[config.mk]
export PLATFORM = sky130hd
export DESIGN_NAME = request_slot_table_top_flat
export DESIGN_NICKNAME = d
export VERILOG_FILES = /design/src/design/rqst_pkg.sv /design/src/design/rqst_if.sv /design/src/design/rqst_cell.sv /design/src/design/request_slot_table_top.sv /design/src/flat_wrapper.sv
export SDC_FILE = /design/constraint.sdc
export NUM_CORES = 1
export LEC_CHECK = 0
export BUFFER_PORTS_ARGS = -buffer_cell sky130_fd_sc_hd__buf_2
export CORE_MARGIN = 4
export CORE_UTILIZATION = 61
export CTS_BUF_LIST = sky130_fd_sc_hd__clkbuf_16
export DETAILED_ROUTE_END_ITERATION = 8
export PLACE_DENSITY = 0.84
export SETUP_SLACK_MARGIN = 0.05
export SYNTH_ARGS = -nofsm -noshare
export SYNTH_HDL_FRONTEND = slang
export SYNTH_SLANG_ARGS = --single-unit
[constraint.sdc]
create_clock -name clk -period 7 [get_ports clk]
set_clock_uncertainty 0.05 [all_clocks]
set_input_delay 1.4 -clock clk [delete_from_list [all_inputs] [get_ports clk]]
set_output_delay 1.4 -clock clk [all_outputs]
set_load 0.01 [all_outputs]
[src/design/rqst_pkg.sv]
// ---------------------------------------------------------------------------
// rqst_pkg
// Types and constants of the request slot table.
// ---------------------------------------------------------------------------
`default_nettype none

package rqst_pkg;

    localparam int OP_W       = 2;
    localparam int TASK_W     = 16;
    localparam int ADDR_W     = 16;
    localparam int SEL_W      = 3;
    localparam int SLOT_OUT_W = 3;
    localparam int COUNT_W    = 4;

    localparam logic [OP_W-1:0] OP_INSERT  = 2'd0;
    localparam logic [OP_W-1:0] OP_LOOKUP  = 2'd1;
    localparam logic [OP_W-1:0] OP_REMOVE  = 2'd2;
    localparam logic [OP_W-1:0] OP_COMPACT = 2'd3;

    typedef struct packed {
        logic              valid;
        logic [TASK_W-1:0] tid;
        logic [ADDR_W-1:0] paddr;
    } entry_t;

    typedef enum logic [1:0] {
        MODE_HOLD,
        MODE_ROTATE,
        MODE_SWAP_EVEN,
        MODE_SWAP_ODD
    } cell_mode_t;

    typedef struct packed {
        cell_mode_t mode;
    } cell_ctrl_t;

endpackage

`default_nettype wire

[src/design/rqst_if.sv]
// ---------------------------------------------------------------------------
// rqst_req_if / rqst_rsp_if
// Valid/ready channels carrying one request word and one response word.
// ---------------------------------------------------------------------------
`default_nettype none

interface rqst_req_if;
    logic                                valid;
    logic                                ready;
    logic [rqst_pkg::OP_W-1:0]           op;
    logic [rqst_pkg::TASK_W-1:0]         task_id;
    logic [rqst_pkg::ADDR_W-1:0]         proc_addr;
    logic [rqst_pkg::SEL_W-1:0]          slot_sel;

    modport source (output valid, op, task_id, proc_addr, slot_sel, input ready);
    modport sink   (input valid, op, task_id, proc_addr, slot_sel, output ready);
endinterface

interface rqst_rsp_if;
    logic                                valid;
    logic                                ready;
    logic                                ok;
    logic [rqst_pkg::SLOT_OUT_W-1:0]     slot_out;
    logic [rqst_pkg::ADDR_W-1:0]         addr_out;
    logic [rqst_pkg::COUNT_W-1:0]        live_count;

    modport source (output valid, ok, slot_out, addr_out, live_count, input ready);
    modport sink   (input valid, ok, slot_out, addr_out, live_count, output ready);
endinterface

`default_nettype wire

[src/design/rqst_cell.sv]
// ---------------------------------------------------------------------------
// rqst_cell
// One table slot: rotates towards the head or swaps with a neighbour so
// that valid entries move forward in order.
// ---------------------------------------------------------------------------
`default_nettype none

module rqst_cell #(
    parameter bit PARITY = 1'b0
) (
    input  wire logic                clk,
    input  wire logic                rst_n,
    input  wire rqst_pkg::cell_ctrl_t ctrl,
    input  wire rqst_pkg::entry_t    left_in,
    input  wire rqst_pkg::entry_t    right_in,
    input  wire rqst_pkg::entry_t    rot_in,
    output rqst_pkg::entry_t         q
);

    logic                        valid_reg;
    logic [rqst_pkg::TASK_W-1:0] tid_reg;
    logic [rqst_pkg::ADDR_W-1:0] paddr_reg;
    rqst_pkg::entry_t            entry_cur;
    rqst_pkg::entry_t            entry_next;
    logic                        phase;

    assign entry_cur = '{valid: valid_reg, tid: tid_reg, paddr: paddr_reg};
    assign phase     = (ctrl.mode == rqst_pkg::MODE_SWAP_ODD);

    always_comb
    begin
        entry_next = entry_cur;
        unique case (ctrl.mode)
            rqst_pkg::MODE_HOLD:
            begin
                entry_next = entry_cur;
            end
            rqst_pkg::MODE_ROTATE:
            begin
                entry_next = rot_in;
            end
            rqst_pkg::MODE_SWAP_EVEN, rqst_pkg::MODE_SWAP_ODD:
            begin
                if (PARITY == phase)
                begin
                    // lower of the pair
                    if (!entry_cur.valid && right_in.valid)
                        entry_next = right_in;
                end
                else
                begin
                    // upper of the pair
                    if (!left_in.valid && entry_cur.valid)
                        entry_next = left_in;
                end
            end
            default:
            begin
                entry_next = entry_cur;
            end
        endcase
    end

    always_ff @(posedge clk or negedge rst_n)
    begin
        if (!rst_n)
            valid_reg <= 1'b0;
        else
            valid_reg <= entry_next.valid;
    end

    always_ff @(posedge clk)
    begin
        tid_reg   <= entry_next.tid;
        paddr_reg <= entry_next.paddr;
    end

    assign q = entry_cur;

endmodule

`default_nettype wire

[src/design/request_slot_table_top.sv]
// ---------------------------------------------------------------------------
// request_slot_table_top
// Table of pending requests: insert, lookup by id, remove, compact.
// ---------------------------------------------------------------------------
// Usage:
//   req carries one request word (op, task_id, proc_addr, slot_sel); rsp
//   returns exactly one response word for every request accepted.
//   The slots form a chain of cells. Insert, lookup and remove rotate the
//   chain once through the head, where the head slot is examined and
//   rewritten; compact runs odd-even exchange passes on the valid bits.
//   Either way an operation steps once through every slot, and a new
//   request is not accepted until the current one has finished, since
//   req.ready is low while an operation runs.
//   The response waits in an output register; a stalled receiver holds
//   the next operation on its last step until the register is emptied.
//   The occupancy count is kept in a counter, updated on insert/remove.
//   Reset marks every slot free and empties the output register; no
//   clearing pass is needed.
// ---------------------------------------------------------------------------
`default_nettype none

module request_slot_table_top #(
    parameter int SLOTS = 8
) (
    input  wire logic   clk,
    input  wire logic   rst_n,
    rqst_req_if.sink    req,
    rqst_rsp_if.source  rsp
);

    localparam int CW   = (SLOTS > 1) ? $clog2(SLOTS) : 1;
    localparam int LW   = $clog2(SLOTS + 1);
    localparam int CMPW = (CW > rqst_pkg::SEL_W) ? CW : rqst_pkg::SEL_W;
    localparam logic [CW-1:0] LAST = CW'(SLOTS - 1);

    typedef enum logic {ST_IDLE, ST_BUSY} state_t;

    state_t                          state_reg, state_next;
    logic [CW-1:0]                   cnt_reg, cnt_next;
    logic [rqst_pkg::OP_W-1:0]       op_reg, op_next;
    logic [rqst_pkg::TASK_W-1:0]     tid_reg, tid_next;
    logic [rqst_pkg::ADDR_W-1:0]     paddr_reg, paddr_next;
    logic [rqst_pkg::SEL_W-1:0]      sel_reg, sel_next;
    logic                            found_reg, found_next;
    logic [CW-1:0]                   slot_reg, slot_next;
    logic [rqst_pkg::ADDR_W-1:0]     addr_reg, addr_next;
    logic [LW-1:0]                   live_reg, live_next;
    logic                            rsp_valid_reg, rsp_valid_next;
    logic                            ok_reg, ok_next;
    logic [rqst_pkg::SLOT_OUT_W-1:0] slot_out_reg, slot_out_next;
    logic [rqst_pkg::ADDR_W-1:0]     addr_out_reg, addr_out_next;
    logic [rqst_pkg::COUNT_W-1:0]    live_out_reg, live_out_next;

    logic                  advance;
    logic                  finish;
    rqst_pkg::cell_ctrl_t  ctrl;
    rqst_pkg::entry_t      cell_q [SLOTS];
    rqst_pkg::entry_t      head;
    rqst_pkg::entry_t      wrap;
    logic                  found_step;
    logic [CW-1:0]         slot_step;
    logic [rqst_pkg::ADDR_W-1:0] addr_step;
    logic [LW-1:0]         live_step;

    localparam rqst_pkg::entry_t EDGE_VALID   = '{valid: 1'b1, tid: '0, paddr: '0};
    localparam rqst_pkg::entry_t EDGE_INVALID = '{valid: 1'b0, tid: '0, paddr: '0};

    // cell chain
    for (genvar i = 0; i < SLOTS; i++)
    begin : g_cell
        rqst_pkg::entry_t left_e;
        rqst_pkg::entry_t right_e;
        rqst_pkg::entry_t rot_e;

        if (i == 0)
        begin : g_first
            assign left_e = EDGE_VALID;
        end
        else
        begin : g_mid_l
            assign left_e = cell_q[i-1];
        end

        if (i == SLOTS - 1)
        begin : g_last
            assign right_e = EDGE_INVALID;
            assign rot_e   = wrap;
        end
        else
        begin : g_mid_r
            assign right_e = cell_q[i+1];
            assign rot_e   = cell_q[i+1];
        end

        rqst_cell #(
            .PARITY (1'(i % 2))
        ) u_cell (
            .clk      (clk),
            .rst_n    (rst_n),
            .ctrl     (ctrl),
            .left_in  (left_e),
            .right_in (right_e),
            .rot_in   (rot_e),
            .q        (cell_q[i])
        );
    end

    assign head    = cell_q[0];
    assign advance = (state_reg == ST_BUSY) &&
                     ((cnt_reg != LAST) || !rsp_valid_reg || rsp.ready);
    assign finish  = advance && (cnt_reg == LAST);

    always_comb
    begin
        ctrl.mode = rqst_pkg::MODE_HOLD;
        if (advance)
        begin
            if (op_reg == rqst_pkg::OP_COMPACT)
                ctrl.mode = cnt_reg[0] ? rqst_pkg::MODE_SWAP_ODD : rqst_pkg::MODE_SWAP_EVEN;
            else
                ctrl.mode = rqst_pkg::MODE_ROTATE;
        end
    end

    // head slot processing during rotation
    always_comb
    begin
        wrap       = head;
        found_step = found_reg;
        slot_step  = slot_reg;
        addr_step  = addr_reg;
        live_step  = live_reg;
        unique case (op_reg)
            rqst_pkg::OP_INSERT:
            begin
                if (!found_reg && !head.valid)
                begin
                    wrap.valid = 1'b1;
                    wrap.tid   = tid_reg;
                    wrap.paddr = paddr_reg;
                    found_step = 1'b1;
                    slot_step  = cnt_reg;
                    live_step  = live_reg + LW'(1);
                end
            end
            rqst_pkg::OP_LOOKUP:
            begin
                if (!found_reg && head.valid && (head.tid == tid_reg))
                begin
                    found_step = 1'b1;
                    slot_step  = cnt_reg;
                    addr_step  = head.paddr;
                end
            end
            rqst_pkg::OP_REMOVE:
            begin
                if (CMPW'(cnt_reg) == CMPW'(sel_reg))
                begin
                    wrap.valid = 1'b0;
                    if (head.valid)
                        live_step = live_reg - LW'(1);
                end
            end
            default:
            begin
                wrap = head;
            end
        endcase
    end

    always_comb
    begin
        state_next     = state_reg;
        cnt_next       = cnt_reg;
        op_next        = op_reg;
        tid_next       = tid_reg;
        paddr_next     = paddr_reg;
        sel_next       = sel_reg;
        found_next     = found_reg;
        slot_next      = slot_reg;
        addr_next      = addr_reg;
        live_next      = live_reg;
        rsp_valid_next = rsp_valid_reg;
        ok_next        = ok_reg;
        slot_out_next  = slot_out_reg;
        addr_out_next  = addr_out_reg;
        live_out_next  = live_out_reg;

        if (rsp_valid_reg && rsp.ready)
            rsp_valid_next = 1'b0;

        unique case (state_reg)
            ST_IDLE:
            begin
                if (req.valid)
                begin
                    state_next = ST_BUSY;
                    cnt_next   = '0;
                    op_next    = req.op;
                    tid_next   = req.task_id;
                    paddr_next = req.proc_addr;
                    sel_next   = req.slot_sel;
                    found_next = 1'b0;
                    slot_next  = '0;
                    addr_next  = '0;
                end
            end
            ST_BUSY:
            begin
                if (advance)
                begin
                    cnt_next   = cnt_reg + CW'(1);
                    found_next = found_step;
                    slot_next  = slot_step;
                    addr_next  = addr_step;
                    live_next  = live_step;
                end
                if (finish)
                begin
                    state_next     = ST_IDLE;
                    rsp_valid_next = 1'b1;
                    ok_next        = found_step;
                    slot_out_next  = rqst_pkg::SLOT_OUT_W'(slot_step);
                    addr_out_next  = addr_step;
                    live_out_next  = (op_reg == rqst_pkg::OP_COMPACT) ?
                                     rqst_pkg::COUNT_W'(live_reg) : '0;
                end
            end
            default:
            begin
                state_next = ST_IDLE;
            end
        endcase
    end

    always_ff @(posedge clk or negedge rst_n)
    begin
        if (!rst_n)
        begin
            state_reg     <= ST_IDLE;
            cnt_reg       <= '0;
            op_reg        <= rqst_pkg::OP_INSERT;
            tid_reg       <= '0;
            paddr_reg     <= '0;
            sel_reg       <= '0;
            found_reg     <= 1'b0;
            slot_reg      <= '0;
            addr_reg      <= '0;
            live_reg      <= '0;
            rsp_valid_reg <= 1'b0;
            ok_reg        <= 1'b0;
            slot_out_reg  <= '0;
            addr_out_reg  <= '0;
            live_out_reg  <= '0;
        end
        else
        begin
            state_reg     <= state_next;
            cnt_reg       <= cnt_next;
            op_reg        <= op_next;
            tid_reg       <= tid_next;
            paddr_reg     <= paddr_next;
            sel_reg       <= sel_next;
            found_reg     <= found_next;
            slot_reg      <= slot_next;
            addr_reg      <= addr_next;
            live_reg      <= live_next;
            rsp_valid_reg <= rsp_valid_next;
            ok_reg        <= ok_next;
            slot_out_reg  <= slot_out_next;
            addr_out_reg  <= addr_out_next;
            live_out_reg  <= live_out_next;
        end
    end

    assign req.ready      = (state_reg == ST_IDLE);
    assign rsp.valid      = rsp_valid_reg;
    assign rsp.ok         = ok_reg;
    assign rsp.slot_out   = slot_out_reg;
    assign rsp.addr_out   = addr_out_reg;
    assign rsp.live_count = live_out_reg;

endmodule

`default_nettype wire

[src/flat_wrapper.sv]
// flat-port wrapper written by rule: the top's interface ports become plain ports
module request_slot_table_top_flat 
#(
    parameter int SLOTS = 8
)
  (clk, rst_n, req_valid, req_op, req_task_id, req_proc_addr, req_slot_sel, req_ready, rsp_valid, rsp_ok, rsp_slot_out, rsp_addr_out, rsp_live_count, rsp_ready);
  rqst_req_if req_i ();
  rqst_rsp_if rsp_i ();
  input  wire logic clk;
  input  wire logic rst_n;
  input wire logic [$bits(req_i.valid)-1:0] req_valid;
  input wire logic [$bits(req_i.op)-1:0] req_op;
  input wire logic [$bits(req_i.task_id)-1:0] req_task_id;
  input wire logic [$bits(req_i.proc_addr)-1:0] req_proc_addr;
  input wire logic [$bits(req_i.slot_sel)-1:0] req_slot_sel;
  output wire logic [$bits(req_i.ready)-1:0] req_ready;
  output wire logic [$bits(rsp_i.valid)-1:0] rsp_valid;
  output wire logic [$bits(rsp_i.ok)-1:0] rsp_ok;
  output wire logic [$bits(rsp_i.slot_out)-1:0] rsp_slot_out;
  output wire logic [$bits(rsp_i.addr_out)-1:0] rsp_addr_out;
  output wire logic [$bits(rsp_i.live_count)-1:0] rsp_live_count;
  input wire logic [$bits(rsp_i.ready)-1:0] rsp_ready;
  assign req_i.valid = req_valid;
  assign req_i.op = req_op;
  assign req_i.task_id = req_task_id;
  assign req_i.proc_addr = req_proc_addr;
  assign req_i.slot_sel = req_slot_sel;
  assign req_ready = req_i.ready;
  assign rsp_valid = rsp_i.valid;
  assign rsp_ok = rsp_i.ok;
  assign rsp_slot_out = rsp_i.slot_out;
  assign rsp_addr_out = rsp_i.addr_out;
  assign rsp_live_count = rsp_i.live_count;
  assign rsp_i.ready = rsp_ready;
  request_slot_table_top #(.SLOTS(SLOTS)) u_core (.clk(clk), .rst_n(rst_n), .req(req_i), .rsp(rsp_i));
endmodule
==> results of run 1 <==
-- cell usage in the layout (no fill, tap or decap), drive strengths merged, types with 4 or more instances in the layout --
cell type,n
edfxtp,256
nand2,208
mux2,196
dfrtp,98
buf,82
nand3,59
nor2,47
a31oi,40
clkbuf,38
inv,24
a22o,16
xor2,15
o21ai,13
clkinv,12
xnor2,8
ha,7
nand2b,6
a21boi,5
a32o,4
nor4,4
-- worst register-to-register path: stages, from the launching register on --
cell      delay, ns
dfrtp_1        0.45
ha_1           0.24
ha_1           0.28
nand3b_1       0.16
nor3b_2        0.17
buf_4          0.29
inv_2          0.29
ha_1           0.42
a31oi_1        0.50
a21boi_4       0.70
buf_4          0.43
-- where the power goes --
part / switching (W) / internal (W)
sequential: 0.000674 / 0.00387
clock: 0.000778 / 0.00109
combinational: 0.00160 / 0.00104
total: 0.00305 / 0.00599
-- routing by layer --
| layer | vias to the layer above | share of wire |
|---|---|---|
| li1 | 4123 | - |
| met1 | 4655 | 0.43 |
| met2 | 350 | 0.48 |
| met3 | 63 | 0.065 |
| met4 | 0 | 0.027 |
| met5 | - | 0 |
-- through the flow --
stage	cell area, um2	worst slack (ns)
6_report	16980	2.685
5_1_grt	16980	2.356
4_1_cts	16980	2.685
3_5_place_dp	15820	2.193
3_3_place_gp	15820	2.288
2_1_floorplan	15110	1.012
-- worst min-delay path by stage --
stage,to,slack [ns],cells after the start
floorplan,u_core.g_cell[0].u_cell.paddr_reg[0],0.37,0
CTS,u_core.g_cell[0].u_cell.tid_reg[4],0.39,0
global route,u_core.g_cell[0].u_cell.tid_reg[0],0.40,0
detailed placement,u_core.g_cell[0].u_cell.tid_reg[15],0.38,0
global placement,u_core.g_cell[0].u_cell.tid_reg[4],0.37,0
finish,u_core.g_cell[0].u_cell.tid_reg[4],0.39,0
-- cell families (layout without fill, tap and decap cells) --
group                    after synthesis  count (layout)  synth area share
flip-flops                           354             354            0.6709
AND/OR/NAND/NOR                      340             340           0.09438
multiplexers                         197             197            0.1467
AO/OA/AOI/OAI                         99              99           0.04620
buffers and inverters                 73             159           0.02136
XOR/XNOR                              23              23           0.01333
adder cells (fa/ha/maj)                8               8          0.007120
-- area by class of cell --
class | instances | share of cell area
well taps | 324 | 0.02388
clock inverters | 28 | 0.01201
clock buffers | 38 | 0.05602
flip-flops and latches | 354 | 0.5973
inverters | 11 | 0.002432
multi-input cells | 667 | 0.2809
repair buffers | 82 | 0.02742
==> run metrics, run 1 <==
top_reg_cell synth edfxtp_1; post-route DRC violation count 0; Final Hold Viols 0; CP required between 7 and 8 ns; Avg WL per Cell 21.48 um; Avg Cell Area, Syn between 10 and 15 um2; leak pwr a little under 7 nW; CP Launch Type flop; die height around 170 um; MaxCap Viol Count 0; RSZ-0062 raised after global routing false; Setup TNS Final 0 ns; synth top area cells edfxtp_1 51%, dfrtp_1 16%, mux2_2 8.0%, mux2_1 6.6%, nand2_1 5.2%; Worst Hold Class flop to flop; Setup Fix Bufs, Post-CTS 0; Worst Hold Launch u_core.g_cell[1].u_cell.tid_reg[4]; Period minus WS final roughly 4.3 ns; fraction of registers with async set/reset 0.2768; CP delay by family, top compound AO/OA/AOI/OAI gates; GRT busiest layer met2; total core area about 24000 um2; Finished Layout Cells about 1500; aggregate global-route resource usage 0.2395; R2R Path End u_core.g_cell[1].u_cell.paddr_reg[1]; FF-to-FF Start u_core.cnt_reg[0]; Root Buffer clkbuf_16; drt via density about 6.1; Antenna Nets Post-Route 0; placed insts ~1400; Slew headroom 0.1264; critical path's largest stage delay approximately 0.7 ns; Reg2Reg Depth 10; commonest cells in the netlist 256 x edfxtp_1, 208 x nand2_1, 107 x mux2_2; maximum vdd drop between 0.3 and 0.4 mV; TritonCTS Buffers 36; row cnt 57; post-DP HPWL between 15000 and 20000 um; cell with the most instances after synthesis edfxtp_1; final setup fails 0; Clk Latency, worst-skew pair about 0.52 ns; IO Pins between 60 and 70; fin. max-slew vios 0; synthesized netlist cell count between 1000 and 1500; largest area contributor in the netlist edfxtp_1; R2R setup slack ~2.7 ns; Crit. End Element flop; CTS tree built; router iterations before antenna repair 5; fmax between 200 and 250 MHz; Worst Path Buf+Inv 3; aggregate global routing overflow 0; Setup crit start u_core.cnt_reg[0]; WHS around 0.39 ns; met1 usage 0.3451; Synth top area share 0.5087; Sequential Area between 10000 and 15000 um2; multi-input logic area 4768 um2; CTS H-tree depth 2; Least-Margin Pin Slew roughly 1.3 ns; Ys Warns 0; initial drt markers between 1000 and 1500; nets@finish approximately 1200; DR vias around 9000; final wirelength 32310 um; total power around 0.0090 W; grt met2 use 0.3825; Longest Clk Path Bufs 3; CTS resizes 0; Yosys cell types 48; initial antenna violation count 0; largest net degree at the start of global routing 78; Fillers roughly 1600; Syn Nets around 1100; cell with the most instances on the worst path ha_1; Port Buf Inserts 66; register area share after synthesis 0.6709; clock-pin slew on the worst setup and hold paths approximately 0.060 ns; outcome finished clean; EDFF count, synth about 260; Slowest-stage cell, CP a21boi_4; CP Max Fanout 33; Ant. Diodes 0; mapped cell area ~15000 um2; area growth from synthesis to layout 12.32%; global-route wire length before repair around 51000 um; number of global-route vias before repair 9099; hold-fix buffers at CTS 0; Crit path arrival time ~4.5 ns; Starting Density 0.6214; CP endpoint u_core.g_cell[1].u_cell.paddr_reg[1]; layout cell share with drive strength beyond 1 0.2110; CTS Sinks approximately 350; die area about 27000 um2; die width roughly 170 um; fin util 0.6980; post-synthesis register bit count roughly 350; CP Depth 10; met3 Use GR 0.03425; worst path cell trace ha_1 > ha_1 > nand3b_1 > nor3b_2 > buf_4 > inv_2 > ha_1 > a31oi_1 > a21boi_4 > buf_4; power density over cell area roughly 530 nW/um2; Final GP Congestion between 0.8 and 0.9; Setup CP Type flop to flop; Period Utilization, post-route 0.6164
(Power assumes the default switching activity.)
==> run 2: changes to the inputs <==
==> constraint.sdc (replaced) <==
create_clock -name clk -period 4 [get_ports clk]
set_clock_uncertainty 0.05 [all_clocks]
set_input_delay 0.8 -clock clk [delete_from_list [all_inputs] [get_ports clk]]
set_output_delay 0.8 -clock clk [all_outputs]
set_load 0.01 [all_outputs]
==> run 2 against run 1 <==
  * Power rose by 79%
  * Worst setup slack worse by 2.4 ns
  * Final cell count is 0.93% higher
  * Via count grew 2.0%
  * Sequential cell count unchanged
  * Critical path depth did not move
  * Fmax increased by 17%
  * Die area did not move
  * First-iteration DRC count rose by 14%
  * Highest routed layer unchanged
==> run metrics, run 2 (synthesized netlist as in run 1, its figures left out) <==
Ant. Diodes 0; worst path cell trace ha_1 > ha_1 > nand3b_1 > nor3b_2 > buf_4 > inv_2 > ha_1 > a31oi_1 > a21boi_4 > buf_4; CP delay by family, top compound AO/OA/AOI/OAI gates; sequential power share 0.492; Final GP Congestion 0.8086; CTS H-tree depth 2; Longest Clk Path Bufs 3; hold-fix buffers at CTS 0; routed wire length on met2 16170 um; Setup Fix Bufs, Post-CTS 0; Setup TNS Final 0 ns; initial antenna violation count 0; IO Pins 67; CTS resizes 0; die width about 170 um; Antenna Nets Post-Route 0; Crit. End Element flop; WHS a little over 0.3 ns; fmax 271.6 MHz; layout cell share with drive strength beyond 1 0.2278; R2R Path End u_core.g_cell[1].u_cell.paddr_reg[1]; Psw 0.005564 W; cell with the most instances on the worst path ha_1; total core area ~24000 um2; leak pwr 6.852 nW; top routing layer used met4; post-route DRC violation count 0; maximum vdd drop 0.5365 mV; final setup fails 0; Int Power ~0.011 W; commonest non-fill, non-tap cell in the layout edfxtp_1; met3 wire len around 3100 um; power density over cell area 946.2 nW/um2; R2R setup slack 0.32 ns; drt via density around 6.2; initial drt markers between 1000 and 1500; critical path's largest stage delay 0.57 ns; nets@finish between 1000 and 1500; Worst Path Buf+Inv 3; CP required about 4.1 ns; clock power share 0.209; Slew headroom 0.1283; die height about 170 um; fin. max-slew vios 0; FF-to-FF Start u_core.cnt_reg[0]; switching share of power 0.3434; CTS tree built; CP Launch Type flop; final wirelength around 34000 um; Period Utilization, post-route 0.9204; Avg WL per Cell 22.64 um; Combinational Power Share 0.299; MaxCap Viol Count 0; router iterations before antenna repair 6; CP Max Fanout 17; Setup CP Type flop to flop; TritonCTS Buffers 36; Crit path arrival time approximately 3.8 ns; aggregate global-route resource usage 0.2571; Reg2Reg Depth 10; post-DP HPWL ~21000 um; die area around 27000 um2; Starting Density 0.6214; Least-Margin Pin Slew 1.308 ns; Final Hold Viols 0; area growth from synthesis to layout 13.29%; Port Buf Inserts 66; outcome finished clean; Setup crit start u_core.cnt_reg[0]; Clk Latency, worst-skew pair between 0.5 and 0.6 ns; most frequent cells in the layout 256 x edfxtp_1, 208 x nand2_1, 107 x mux2_2; Slowest-stage cell, CP a31oi_1; largest net degree at the start of global routing 61; number of global-route vias before repair 9495; Period minus WS final about 3.7 ns; row cnt 57; clock-pin slew on the worst setup and hold paths 0.06 ns; DR vias 9378; aggregate global routing overflow 0; RSZ-0062 raised after global routing false; Metal-1 WL about 14000 um; Worst Hold Class primary input to async pin; CTS Sinks ~350; global-route wire length before repair roughly 54000 um; Root Buffer clkbuf_16
## run 2: cell types whose count changed in the layout (fill, tap and decap cells not counted), moves of 2 or more
cell and change:
clkinv_2 +6, buf_4 +14, inv_1 -6, clkinvlp_4 +2, clkinv_1 -3, clkbuf_16 -2, bufinv_16 +2
## run 2: power groups by stage
stage | sequential, W | combinational [W] | clock (W)
floorplan | 0.00746 | 0.00330 | 0
global placement | 0.00782 | 0.00455 | 0
detailed placement | 0.00792 | 0.00478 | 0
CTS | 0.00791 | 0.00485 | 0.00343
global route | 0.00813 | 0.00528 | 0.00360
finish | 0.00796 | 0.00485 | 0.00339
## run 2: final cells by class
class	instances	area, um2
clock buffer	36	900.9
clock inverter	30	295.3
fill	1532	7198
inverter	11	41.29
multi-input combinational	667	4768
sequential	354	10140
tap	324	405.4
timing repair buffer	96	570.5
## run 2: routing by layer
layer | global-route usage | vias to the layer above
li1 | - | 4142
met1 | 0.3710 | 4644
met2 | 0.4191 | 517
met3 | 0.03673 | 75
met4 | 0.06524 | 0
met5 | 0 | -
## run 2: through the flow
step	worst slack, ns	cells	area (um2)	utilization	total power (W)
after floorplan	-0.2230	1094	15160	-	0.01075
after global placement	0.4399	1452	15930	0.6548	0.01237
after detailed placement	0.3669	1452	15930	0.6548	0.01270
after CTS	0.3678	1518	17120	0.7040	0.01619
after global routing	0.1564	1518	17120	0.7040	0.01701
final	0.3184	1518	17120	0.7040	0.01620
## run 2: worst max-delay path by stage
stage	to	slack [ns]	cells after the start
final	u_core.g_cell[1].u_cell.paddr_reg[1]	0.32	10
after global routing	u_core.g_cell[1].u_cell.paddr_reg[0]	0.16	10
after CTS	u_core.g_cell[5].u_cell.paddr_reg[4]	0.37	11
after detailed placement	u_core.g_cell[5].u_cell.tid_reg[4]	0.37	10
after global placement	u_core.g_cell[5].u_cell.paddr_reg[4]	0.44	10
after floorplan	u_core.g_cell[0].u_cell.valid_reg	-0.22	10
==> run 3: changes to the inputs <==
--- a/config.mk
+++ b/config.mk
@@ -5,11 +5,12 @@
 export SDC_FILE = /design/constraint.sdc
 export NUM_CORES = 1
 export LEC_CHECK = 0
-export BUFFER_PORTS_ARGS = -buffer_cell sky130_fd_sc_hd__buf_2
+export CAP_MARGIN = 20
 export CORE_MARGIN = 4
-export CORE_UTILIZATION = 61
+export CORE_UTILIZATION = 63
 export CTS_BUF_LIST = sky130_fd_sc_hd__clkbuf_16
 export DETAILED_ROUTE_END_ITERATION = 8
+export DONT_BUFFER_PORTS = 1
 export PLACE_DENSITY = 0.84
 export SETUP_SLACK_MARGIN = 0.05
 export SYNTH_ARGS = -nofsm -noshare
==> run 3 against run 2 <==
  * Sequential cell count is the same
  * Cell area shrank 1.6%
  * Global-route usage shrank 0.28 points
  * Routed wire length shrank 2.5%
  * Sequential power is essentially flat
  * Fmax grew 0.20%
  * Sequential share of layout area grew 0.97 points
  * Worst setup slack gained 0.0073 ns
  * Utilization grew 1.1 points
==> run metrics, run 3 (synthesized netlist as in run 1, its figures left out) <==
CP Max Fanout 17; post-route DRC violation count 0; number of global-route vias before repair a little over 9000; Fillers approximately 1500; hold-fix buffers at CTS 1; R2R Path End u_core.g_cell[1].u_cell.tid_reg[11]; nets@finish around 1100; Int Power 0.01075 W; global-route wire length before repair about 52000 um; area growth from synthesis to layout 11.46%; Final Hold Viols 0; die height around 160 um; IO Pins 67; layout cell share with drive strength beyond 1 0.1796; TritonCTS Buffers 36; sequential power share 0.489; leak pwr 6.550 nW; Reg2Reg Depth 9; Clk Latency, worst-skew pair approximately 0.52 ns; CTS resizes 0; commonest non-fill, non-tap cell in the layout edfxtp_1; aggregate global routing overflow 0; post-placement setup slack slightly below 0.4 ns; multi-input logic area about 4800 um2; Period minus WS final 3.674 ns; Root Buffer clkbuf_16; Psw 0.005493 W; Avg WL per Cell 23.29 um; Final GP Congestion between 0.8 and 0.9; clock power share 0.216; initial antenna violation count 0; fmax between 200 and 300 MHz; outcome finished clean; Setup crit start u_core.cnt_reg[0]; MaxCap Viol Count 0; Worst Hold Class primary input to async pin; CTS Sinks 354; Combinational Power Share 0.295; total power about 0.016 W; die area 26530 um2; WHS about 0.15 ns; RSZ-0062 raised after global routing false; initial drt markers around 1200; FF-to-FF Start u_core.cnt_reg[0]; DR vias between 9000 and 10000; post-DP HPWL 19560 um; switching share of power 0.3381; final setup fails 0; clock-pin slew on the worst setup and hold paths around 0.070 ns; Setup Fix Bufs, Post-CTS 0; min setup slack post-route between 0.3 and 0.4 ns; total core area ~24000 um2; Period Utilization, post-route 0.9186; largest net degree at the start of global routing 99; CP required slightly above 4 ns; router iterations before antenna repair 6; Longest Clk Path Bufs 3; Starting Density 0.6420; Least-Margin Pin Slew 0.9523 ns; Crit path arrival time about 3.8 ns; Ant. Diodes 0; CTS H-tree depth 2; die width roughly 160 um; power density over cell area approximately 960 nW/um2; most frequent cells in the layout 256 x edfxtp_1, 208 x nand2_1, 107 x mux2_2; CP Launch Type flop; Sequential Area ~10000 um2; fin util 0.7155; Setup CP Type flop to flop; Antenna Nets Post-Route 0; Port Buf Inserts 0; Slew headroom 0.3651; aggregate global-route resource usage 0.2543; final wirelength ~33000 um; CTS tree built; R2R setup slack approximately 0.33 ns; maximum vdd drop 0.4800 mV; drt via density 6.349; Setup TNS Final 0 ns; Crit. End Element flop; fin. max-slew vios 0; row cnt 56
-- run 3: cell count changes in the layout (fill, tap and decap cells not counted), sizes merged --
cell	previous run	this run
clkinv	14	13
buf	96	22
inv	20	16
clkinvlp	2	4
bufinv	5	7
-- run 3: area by class of cell --
type,instances,area share
flip-flops and latches,354,0.6019
multi-input cells,667,0.2831
clock buffers,36,0.05348
well taps,319,0.02369
clock inverters,29,0.01991
repair buffers,22,0.01545
inverters,11,0.002451
-- run 3: per-layer routing --
| layer | up-vias | GRT usage | share of wire |
|---|---|---|---|
| met3 | 48 | 0.04657 | 0.082 |
| li1 | 4002 | - | - |
| met2 | 435 | 0.4077 | 0.48 |
| met4 | 0 | 0.06900 | 0.018 |
| met1 | 4645 | 0.3648 | 0.42 |
| met5 | - | 0 | 0 |
-- run 3: per-stage QoR --
step	instance area, um2	std cells
2_1_floorplan	15160	1094
3_3_place_gp	15580	1372
3_5_place_dp	15580	1372
4_1_cts	16840	1438
5_1_grt	16840	1438
6_report	16840	1438
-- run 3: worst max path at each step --
stage	slack (ns)	endpoint
2_1_floorplan	-0.22	u_core.g_cell[0].u_cell.valid_reg
3_3_place_gp	0.52	u_core.g_cell[1].u_cell.tid_reg[6]
3_5_place_dp	0.39	u_core.g_cell[1].u_cell.tid_reg[3]
4_1_cts	0.38	u_core.g_cell[1].u_cell.paddr_reg[1]
5_1_grt	0.13	u_core.g_cell[1].u_cell.tid_reg[11]
6_report	0.33	u_core.g_cell[1].u_cell.tid_reg[11]
-- run 3: power by group through the flow --
| stage | combinational [W] | sequential (W) | clock (W) |
|---|---|---|---|
| floorplan | 0.00330 | 0.00746 | 0 |
| global placement | 0.00450 | 0.00782 | 0 |
| detailed placement | 0.00472 | 0.00792 | 0 |
| CTS | 0.00481 | 0.00791 | 0.00355 |
| global route | 0.00521 | 0.00811 | 0.00372 |
| finish | 0.00480 | 0.00794 | 0.00351 |
-- run 3: worst max-delay path, cell delays in order (launching register included) --
cell and delay, ns:
dfrtp_1 0.43, ha_1 0.22, ha_1 0.27, nand3b_1 0.16
nor3b_2 0.59, inv_2 0.15, ha_1 0.37, a31oi_1 0.47
a21boi_4 0.29, buf_4 0.34
